**config.mk**
```make
export PLATFORM = sky130hd
export DESIGN_NAME = lfu_slot_table_fifo_tiebreak
export DESIGN_NICKNAME = d
export VERILOG_FILES = /design/src/rtl/lfu_pkg.sv /design/src/rtl/lfu_slot_table_fifo_tiebreak.sv /design/src/rtl/lfu_seq.sv /design/src/rtl/lfu_dpath.sv
export SDC_FILE = /design/constraint.sdc
export NUM_CORES = 1
export LEC_CHECK = 0
export BUFFER_PORTS_ARGS = -buffer_cell sky130_fd_sc_hd__buf_4
export CAP_MARGIN = 25
export CORE_ASPECT_RATIO = 0.6
export CORE_MARGIN = 4
export CORE_UTILIZATION = 63
export CTS_CLUSTER_DIAMETER = 50
export CTS_CLUSTER_SIZE = 20
export DETAILED_ROUTE_END_ITERATION = 10
export PLACE_DENSITY = 0.8
export SYNTH_ARGS = -nofsm -noshare
export SYNTH_HDL_FRONTEND = slang
export SYNTH_HIERARCHICAL = 1
export SYNTH_SLANG_ARGS = --single-unit
```
**constraint.sdc**
```tcl
create_clock -name clk -period 7.95 [get_ports clk]
set_clock_uncertainty 0.2 [all_clocks]
set_input_delay 1.1925 -clock clk [delete_from_list [all_inputs] [get_ports clk]]
set_output_delay 1.1925 -clock clk [all_outputs]
set_load 0.005 [all_outputs]
```
**src/rtl/lfu_pkg.sv**
```systemverilog
// Shared types, constants and the control store of the LFU slot table.
package lfu_pkg;

  localparam int SLOTS    = 16;
  localparam int KEY_BITS = 8;
  localparam int CNT_W    = 16;
  localparam int STAMP_W  = 32;
  localparam int CFG_W    = 5;
  localparam int IDX_W    = (SLOTS > 1) ? $clog2(SLOTS) : 1;
  localparam int FILL_W   = $clog2(SLOTS + 1);
  localparam int LIM_W    = (FILL_W > CFG_W) ? FILL_W : CFG_W;
  localparam int STEP_W   = 2;
  localparam int OUT_W    = 32;

  localparam logic [CFG_W-1:0] CFG_RESET = CFG_W'(16);
  localparam logic [CNT_W-1:0] CNT_MAX   = {CNT_W{1'b1}};

  localparam logic [STEP_W-1:0] STEP_WAIT   = 2'd0;
  localparam logic [STEP_W-1:0] STEP_SCAN   = 2'd1;
  localparam logic [STEP_W-1:0] STEP_COMMIT = 2'd2;

  typedef enum logic [1:0] {
    COND_IN_ACC   = 2'd0,
    COND_SCAN_END = 2'd1,
    COND_OUT_FREE = 2'd2
  } cond_t;

  typedef struct packed {
    logic wait_in;
    logic scan;
    logic commit;
  } ctrl_t;

  typedef struct packed {
    logic in_acc;
    logic scan_end;
    logic out_free;
  } status_t;

  typedef struct packed {
    cond_t              cond;
    logic [STEP_W-1:0]  target;
    ctrl_t              ctrl;
  } uword_t;

  // Each step holds until its condition is true, then branches to its target.
  function automatic uword_t ucode(input logic [STEP_W-1:0] step);
    uword_t w;
    w = '{cond: COND_IN_ACC, target: STEP_WAIT, ctrl: '{wait_in: 1'b0, scan: 1'b0,
          commit: 1'b0}};
    unique case (step)
      STEP_WAIT: begin
        w = '{cond: COND_IN_ACC, target: STEP_SCAN,
              ctrl: '{wait_in: 1'b1, scan: 1'b0, commit: 1'b0}};
      end
      STEP_SCAN: begin
        w = '{cond: COND_SCAN_END, target: STEP_COMMIT,
              ctrl: '{wait_in: 1'b0, scan: 1'b1, commit: 1'b0}};
      end
      STEP_COMMIT: begin
        w = '{cond: COND_OUT_FREE, target: STEP_WAIT,
              ctrl: '{wait_in: 1'b0, scan: 1'b0, commit: 1'b1}};
      end
      default: begin
        w = '{cond: COND_IN_ACC, target: STEP_WAIT,
              ctrl: '{wait_in: 1'b0, scan: 1'b0, commit: 1'b0}};
      end
    endcase
    return w;
  endfunction

endpackage

```
**src/rtl/lfu_slot_table_fifo_tiebreak.sv**
```systemverilog
// Top level of the LFU slot table with FIFO tie-break.
//
// Each request on the in_ channel carries one key reference. The block looks
// the key up among the filled slots; a hit raises that slot's count, a miss
// takes the next free slot or, once the active limit is reached, replaces
// the slot with the lowest count and, among equal counts, the oldest stamp.
// One result per request leaves on the out_ channel.
// A request is taken in the wait step; the scan step then reads the filled
// slots, at most 16, one slot at a time until it sees the end of the scan,
// and the commit step loads the result register.
// The result register is loaded at the end and the next request can be taken
// in the following cycle, even while that result still waits.
// If the receiver stalls, the block holds in its commit step until the
// result register frees up; nothing is dropped.
// The cfg_ port sets the active slot count, always ready; write it only
// while idle. Reset empties the table, clears the reference clock and sets
// the active slot count to 16.
module lfu_slot_table_fifo_tiebreak (
  input  logic                          clk,
  input  logic                          rst_n,
  input  logic                          cfg_valid,
  output logic                          cfg_ready,
  input  logic [lfu_pkg::CFG_W-1:0]     cfg_data,
  input  logic                          in_tvalid,
  output logic                          in_tready,
  input  logic [lfu_pkg::KEY_BITS-1:0]  in_tdata,   // key
  output logic                          out_tvalid,
  input  logic                          out_tready,
  output logic [lfu_pkg::OUT_W-1:0]     out_tdata   // slot, hit, evicted_valid,
                                                    // evicted_key, new_count, zero
);
  import lfu_pkg::*;

  ctrl_t   ctrl;
  status_t status;

  lfu_seq u_seq (
    .clk      (clk),
    .rst_n    (rst_n),
    .status_i (status),
    .ctrl_o   (ctrl)
  );

  lfu_dpath u_dpath (
    .clk        (clk),
    .rst_n      (rst_n),
    .ctrl_i     (ctrl),
    .status_o   (status),
    .cfg_valid  (cfg_valid),
    .cfg_ready  (cfg_ready),
    .cfg_data   (cfg_data),
    .in_tvalid  (in_tvalid),
    .in_tready  (in_tready),
    .in_key     (in_tdata),
    .out_tvalid (out_tvalid),
    .out_tready (out_tready),
    .out_tdata  (out_tdata)
  );

endmodule

```
**src/rtl/lfu_seq.sv**
```systemverilog
// Microcode sequencer: step counter, control store lookup and branching.
module lfu_seq (
  input  logic            clk,
  input  logic            rst_n,
  input  lfu_pkg::status_t status_i,
  output lfu_pkg::ctrl_t   ctrl_o
);
  import lfu_pkg::*;

  logic [STEP_W-1:0] step_r;
  logic [STEP_W-1:0] step_nxt;
  uword_t            word;
  logic              cond_true;

  assign word   = ucode(step_r);
  assign ctrl_o = word.ctrl;

  always_comb begin
    case (word.cond)
      COND_IN_ACC:   cond_true = status_i.in_acc;
      COND_SCAN_END: cond_true = status_i.scan_end;
      COND_OUT_FREE: cond_true = status_i.out_free;
      default:       cond_true = 1'b1;
    endcase
    step_nxt = cond_true ? word.target : step_r;
  end

  always_ff @(posedge clk) begin
    if (!rst_n) begin
      step_r <= STEP_WAIT;
    end else begin
      step_r <= step_nxt;
    end
  end

  assert property (@(posedge clk) disable iff (!rst_n)
    step_r == STEP_WAIT || step_r == STEP_SCAN || step_r == STEP_COMMIT)
    else $error("sequencer left its program");

  assert property (@(posedge clk) disable iff (!rst_n)
    (step_r == STEP_COMMIT && status_i.out_free) |=> step_r == STEP_WAIT)
    else $error("commit step did not return to wait");

  assert property (@(posedge clk) disable iff (!rst_n)
    status_i.in_acc |-> ctrl_o.wait_in)
    else $error("request taken outside the wait step");

endmodule

```
**src/rtl/lfu_dpath.sv**
```systemverilog
// Datapath: slot arrays, scan registers, commit logic and result register.
module lfu_dpath (
  input  logic                        clk,
  input  logic                        rst_n,
  input  lfu_pkg::ctrl_t              ctrl_i,
  output lfu_pkg::status_t            status_o,
  input  logic                        cfg_valid,
  output logic                        cfg_ready,
  input  logic [lfu_pkg::CFG_W-1:0]   cfg_data,
  input  logic                        in_tvalid,
  output logic                        in_tready,
  input  logic [lfu_pkg::KEY_BITS-1:0] in_key,
  output logic                        out_tvalid,
  input  logic                        out_tready,
  output logic [lfu_pkg::OUT_W-1:0]   out_tdata
);
  import lfu_pkg::*;

  logic [KEY_BITS-1:0] slot_key_r   [SLOTS];
  logic [CNT_W-1:0]    slot_count_r [SLOTS];
  logic [STAMP_W-1:0]  slot_stamp_r [SLOTS];

  logic [CFG_W-1:0]    active_r;
  logic [FILL_W-1:0]   filled_r;
  logic [STAMP_W-1:0]  clock_r;
  logic [KEY_BITS-1:0] key_r;
  logic [FILL_W-1:0]   idx_r;
  logic                found_r;
  logic [IDX_W-1:0]    hit_pos_r;
  logic [CNT_W-1:0]    hit_cnt_r;
  logic [IDX_W-1:0]    best_idx_r;
  logic [CNT_W-1:0]    best_cnt_r;
  logic [STAMP_W-1:0]  best_stamp_r;
  logic [KEY_BITS-1:0] best_key_r;
  logic                out_valid_r;
  logic [OUT_W-1:0]    out_data_r;

  logic                in_acc;
  logic                scan_end;
  logic                out_free;
  logic                scan_en;
  logic                commit_en;
  logic [IDX_W-1:0]    sidx;
  logic [KEY_BITS-1:0] e_key;
  logic [CNT_W-1:0]    e_cnt;
  logic [STAMP_W-1:0]  e_stamp;
  logic                better;
  logic [LIM_W-1:0]    act_ext;
  logic [LIM_W-1:0]    lim;
  logic                has_room;
  logic [IDX_W-1:0]    c_pos;
  logic [CNT_W-1:0]    c_cnt;
  logic                c_ev;
  logic [KEY_BITS-1:0] c_ev_key;

  assign cfg_ready  = 1'b1;
  assign in_tready  = ctrl_i.wait_in;
  assign in_acc     = in_tvalid && in_tready;
  assign scan_end   = (idx_r == filled_r);
  assign out_free   = !out_valid_r || out_tready;
  assign scan_en    = ctrl_i.scan && !scan_end;
  assign commit_en  = ctrl_i.commit && out_free;
  assign status_o   = '{in_acc: in_acc, scan_end: scan_end, out_free: out_free};
  assign out_tvalid = out_valid_r;
  assign out_tdata  = out_data_r;

  assign sidx    = idx_r[IDX_W-1:0];
  assign e_key   = slot_key_r[sidx];
  assign e_cnt   = slot_count_r[sidx];
  assign e_stamp = slot_stamp_r[sidx];
  assign better  = (idx_r == '0) || (e_cnt < best_cnt_r) ||
                   (e_cnt == best_cnt_r && e_stamp < best_stamp_r);

  always_comb begin
    act_ext = LIM_W'(active_r);
    if (act_ext == '0) begin
      lim = LIM_W'(1);
    end else if (act_ext > LIM_W'(SLOTS)) begin
      lim = LIM_W'(SLOTS);
    end else begin
      lim = act_ext;
    end
    has_room = LIM_W'(filled_r) < lim;
    c_ev     = 1'b0;
    c_ev_key = '0;
    if (found_r) begin
      c_pos = hit_pos_r;
      c_cnt = (hit_cnt_r == CNT_MAX) ? hit_cnt_r : hit_cnt_r + CNT_W'(1);
    end else if (has_room) begin
      c_pos = filled_r[IDX_W-1:0];
      c_cnt = CNT_W'(1);
    end else begin
      c_pos    = best_idx_r;
      c_cnt    = CNT_W'(1);
      c_ev     = 1'b1;
      c_ev_key = best_key_r;
    end
  end

  always_ff @(posedge clk) begin
    if (!rst_n) begin
      active_r    <= CFG_RESET;
      filled_r    <= '0;
      clock_r     <= '0;
      idx_r       <= '0;
      found_r     <= 1'b0;
      out_valid_r <= 1'b0;
    end else begin
      if (cfg_valid && cfg_ready) begin
        active_r <= cfg_data;
      end
      if (in_acc) begin
        clock_r <= clock_r + STAMP_W'(1);
        idx_r   <= '0;
        found_r <= 1'b0;
      end
      if (scan_en) begin
        idx_r <= idx_r + FILL_W'(1);
        if (!found_r && e_key == key_r) begin
          found_r <= 1'b1;
        end
      end
      if (commit_en) begin
        out_valid_r <= 1'b1;
        if (!found_r && has_room) begin
          filled_r <= filled_r + FILL_W'(1);
        end
      end else if (out_tready) begin
        out_valid_r <= 1'b0;
      end
    end
  end

  always_ff @(posedge clk) begin
    if (in_acc) begin
      key_r <= in_key;
    end
    if (scan_en) begin
      if (!found_r && e_key == key_r) begin
        hit_pos_r <= sidx;
        hit_cnt_r <= e_cnt;
      end
      if (better) begin
        best_idx_r   <= sidx;
        best_cnt_r   <= e_cnt;
        best_stamp_r <= e_stamp;
        best_key_r   <= e_key;
      end
    end
    if (commit_en) begin
      slot_count_r[c_pos] <= c_cnt;
      if (!found_r) begin
        slot_key_r[c_pos]   <= key_r;
        slot_stamp_r[c_pos] <= clock_r;
      end
      out_data_r <= {2'b00, c_cnt, c_ev_key, c_ev, found_r, c_pos};
    end
  end

  assert property (@(posedge clk) disable iff (!rst_n)
    idx_r <= filled_r && filled_r <= FILL_W'(SLOTS))
    else $error("scan index or fill count out of range");

  assert property (@(posedge clk) disable iff (!rst_n)
    commit_en |=> out_valid_r)
    else $error("committed result not presented");

  assert property (@(posedge clk) disable iff (!rst_n)
    in_acc |=> idx_r == '0 && !found_r)
    else $error("scan not restarted for new request");

  assert property (@(posedge clk) disable iff (!rst_n)
    (commit_en && !found_r && has_room) |=> filled_r == $past(filled_r) + FILL_W'(1))
    else $error("fill count not advanced on free-slot placement");

endmodule

```
==> flow_metrics.tcl <==
set metrics [dict create \
    outcome "complete, no violations" \
    fmax_ghz 0.200 \
    final_cells 3078 \
    route.detailed.drc 0 \
    dieArea_um2 71200 \
    power_mw 10.0 \
    syn_inst 2035 \
    antenna_found_initial 2 \
    vdd_drop_max_uv 205 \
    fp.dieH_um 208 \
    p_per_area_nw_per_um2 219 \
    ys_warn_count 6 \
    start_util 0.636 \
    min_period_ps 5000 \
    synth_ff_type "edfxtp_1" \
    via_per_inst 6.68 \
    synth.top_cell.area_share 0.723 \
    cts_root_buf "clkbuf_16" \
    yosysMostFrequentCell "edfxtp_1" \
    num_antenna_cells 0 \
    r2r_cells 11 \
    setup.worst_path.end_class "register" \
    clk_pin_slew_ps 80 \
    fin_nets 2205 \
    avgSynthCellArea_um2 20.7 \
    synth-edff-count 1014 \
    crit_buf_inv 2 \
    place_congestion 0.837 \
    worst-path-stages 11 \
    worstPathRequired_ps 8140 \
    fillerInstances 3911 \
    cp_max_fo 85 \
    cap_violations 0 \
    syn_area_um2 42100 \
    crit_path_start_kind "register" \
    setup_viol 0 \
    wire_per_inst_um 29.4 \
    grt_pass1_wl_um 134000 \
    ctsHtreeMaxLevel 2 \
    worst_path_max_delay_cell "dfxtp_4" \
    synth-seq-cells 1069 \
    crit_type "reg2reg" \
    post-place-cells 2953 \
    hpwl_um 49000 \
    synthToLayoutAreaGrowth_pct 8.67 \
    rr_endpoint "u_dpath/best_stamp_r[17]" \
    drtPass1Iterations 7 \
    grt.overflow.total 0 \
    vias 20600 \
    post_cts_buffers 0 \
    cts_buffers 60 \
    crit_path_cell_trace "buf_12, mux4_2, mux4_2, ha_1, and4_1, nand3_1, nor3_1, nor4b_1, o21a_1, o22ai_4, buf_12" \
    cts_sinks 1069 \
    finalHoldViolCount 0 \
    ys_types 59 \
    clk_latency_ps 670 \
    grt.total_usage 0.257 \
    period_share 0.629 \
    io_buffers 49 \
    totalWireLength_um 90400 \
    fin_util 0.692 \
    ys_seq_area_frac 0.749 \
    io_pins 53 \
    worstMarginPinSlew_ps 1020 \
    drive_gt1_frac 0.223 \
    arrival_ps 5190 \
    cts_tree "done" \
    design_area_um2 45800 \
    timing.final.max_slew_violations 0 \
    core_um2 66200 \
    first_global_vias 20400 \
    hp-class "reg2reg" \
    rsz0062_at_grt "false" \
    crit_family "simple AND/OR/NAND/NOR gates" \
    relSlewSlack 0.315 \
    reg2reg_slack_ps 2950 \
    synthArstFlopShare 0 \
    cpPeakStageDelay_ps 950 \
    synth.top_cells.by_count "edfxtp_1, mux4_2, inv_1" \
    endpoint "u_dpath/best_stamp_r[17]" \
    antenna_left 0 \
    grt_max_degree 86 \
    yosysTopAreaCell "edfxtp_1" \
    cts-resized-gates 0 \
    post_dp_cell_area_um2 43900 \
    cts_hold_buf 0 \
    hold_path.startpoint "u_seq/step_r[1]" \
    rows 73 \
    fin_setup_tns_ps 0 \
    drt-initial-drc-count 3093 \
    die_w_um 342 \
    p_leak_nw 14.6 \
    clockBufferDepth 3 \
    synthTopCellsByArea "edfxtp_1, mux4_2, dfxtp_1" \
]
final cells by class:
class | instances | area (µm²) | share of cell area
Tap cell | 900 | 1130 | 0.0246
Inverter | 69 | 259 | 0.00566
Clock inverter | 7 | 81.3 | 0.00178
Timing Repair Buffer | 120 | 1020 | 0.0223
Sequential cell | 1069 | 31600 | 0.689
Clock buffer | 107 | 1710 | 0.0373
Multi-Input combinational cell | 806 | 10000 | 0.219
worst reg2reg max path: cells and delay by family (launching register included):
kind                       cells  cell delay, ps
muxes                          2            1060
and+or+nand+nor                4            1090
adders and majority gates      1             320
buffers and inverters          2             700
AOI/OAI and AO/OA              2             420
DFF                            1             950
logic make-up after synthesis:
family | after synthesis | share of synthesized area
flops | 1069 | 0.749
fa+ha+maj | 61 | 0.0181
simple gates | 273 | 0.0344
compound gates | 104 | 0.0162
mux | 312 | 0.154
other cells | 2 | 0.000178
xor+xnor | 53 | 0.0110
buf+inv | 161 | 0.0170
state kept, by name (all words and copies together), names as in the netlist, named ones only:
signal,flops
u_dpath/idx_r,5
u_dpath/key_r,8
u_dpath/out_tvalid,1
u_dpath/hit_cnt_r,16
u_dpath/filled_r,5
u_seq/step_r,2
u_dpath/found_r,1
u_dpath/best_key_r,8
u_dpath/best_cnt_r,16
u_dpath/clock_r,32
u_dpath/best_stamp_r,32
u_dpath/slot_stamp_r,512
u_dpath/out_tdata,30
u_dpath/best_idx_r,4
u_dpath/act_ext,5
u_dpath/slot_key_r,128
u_dpath/hit_pos_r,4
u_dpath/slot_count_r,256
worst min-delay path by stage:
stage | slack [ps] | end | cells after the start
floorplan | 210 | u_dpath/out_tdata[4] | 0
global placement | 290 | u_seq/step_r[1] | 2
detailed placement | 310 | u_seq/step_r[1] | 2
CTS | 320 | u_seq/step_r[1] | 2
global route | 360 | u_seq/step_r[1] | 2
finish | 320 | u_seq/step_r[1] | 2
power breakdown:
part           internal (mW)  switching, mW
clock network           1.50           1.72
logic                  0.212          0.298
registers               6.24         0.0811
total                   7.94           2.10
layer usage:
| metal | wire (µm) | share of wire | vias to the layer above | GRT usage |
|---|---|---|---|---|
| met5 | 0 | 0 | - | 0 |
| met4 | 1400 | 0.016 | 0 | 0.0452 |
| met3 | 10000 | 0.11 | 111 | 0.0556 |
| met2 | 41900 | 0.46 | 1194 | 0.384 |
| met1 | 37000 | 0.41 | 10800 | 0.405 |
| li1 | - | - | 8440 | - |
cell usage in the layout, fill, tap and decap left out, drive strengths merged, types with 8 or more instances in the layout:
cell	synthesis	routed
a21o	8	8
a21oi	22	22
and2	38	38
and3	16	16
buf	52	120
clkbuf	40	107
dfxtp	55	55
edfxtp	1014	1014
ha	61	61
inv	67	69
mux2i	38	38
mux4	267	267
nand2	44	44
nand2b	8	8
nand3	25	25
nand4	22	22
nor2	61	61
nor2b	17	17
nor3	12	12
nor3b	10	10
o21ai	30	30
xnor2	41	41
xor2	12	12
through the flow:
| step | hold WS [ps] | setup slack, ps |
|---|---|---|
| global placement | 285 | 2270 |
| floorplan | 206 | 937 |
| global route | 359 | 2790 |
| CTS | 318 | 2640 |
| detailed placement | 307 | 2650 |
| finish | 315 | 2950 |
Note: power is estimated with default switching activity, not from simulation.
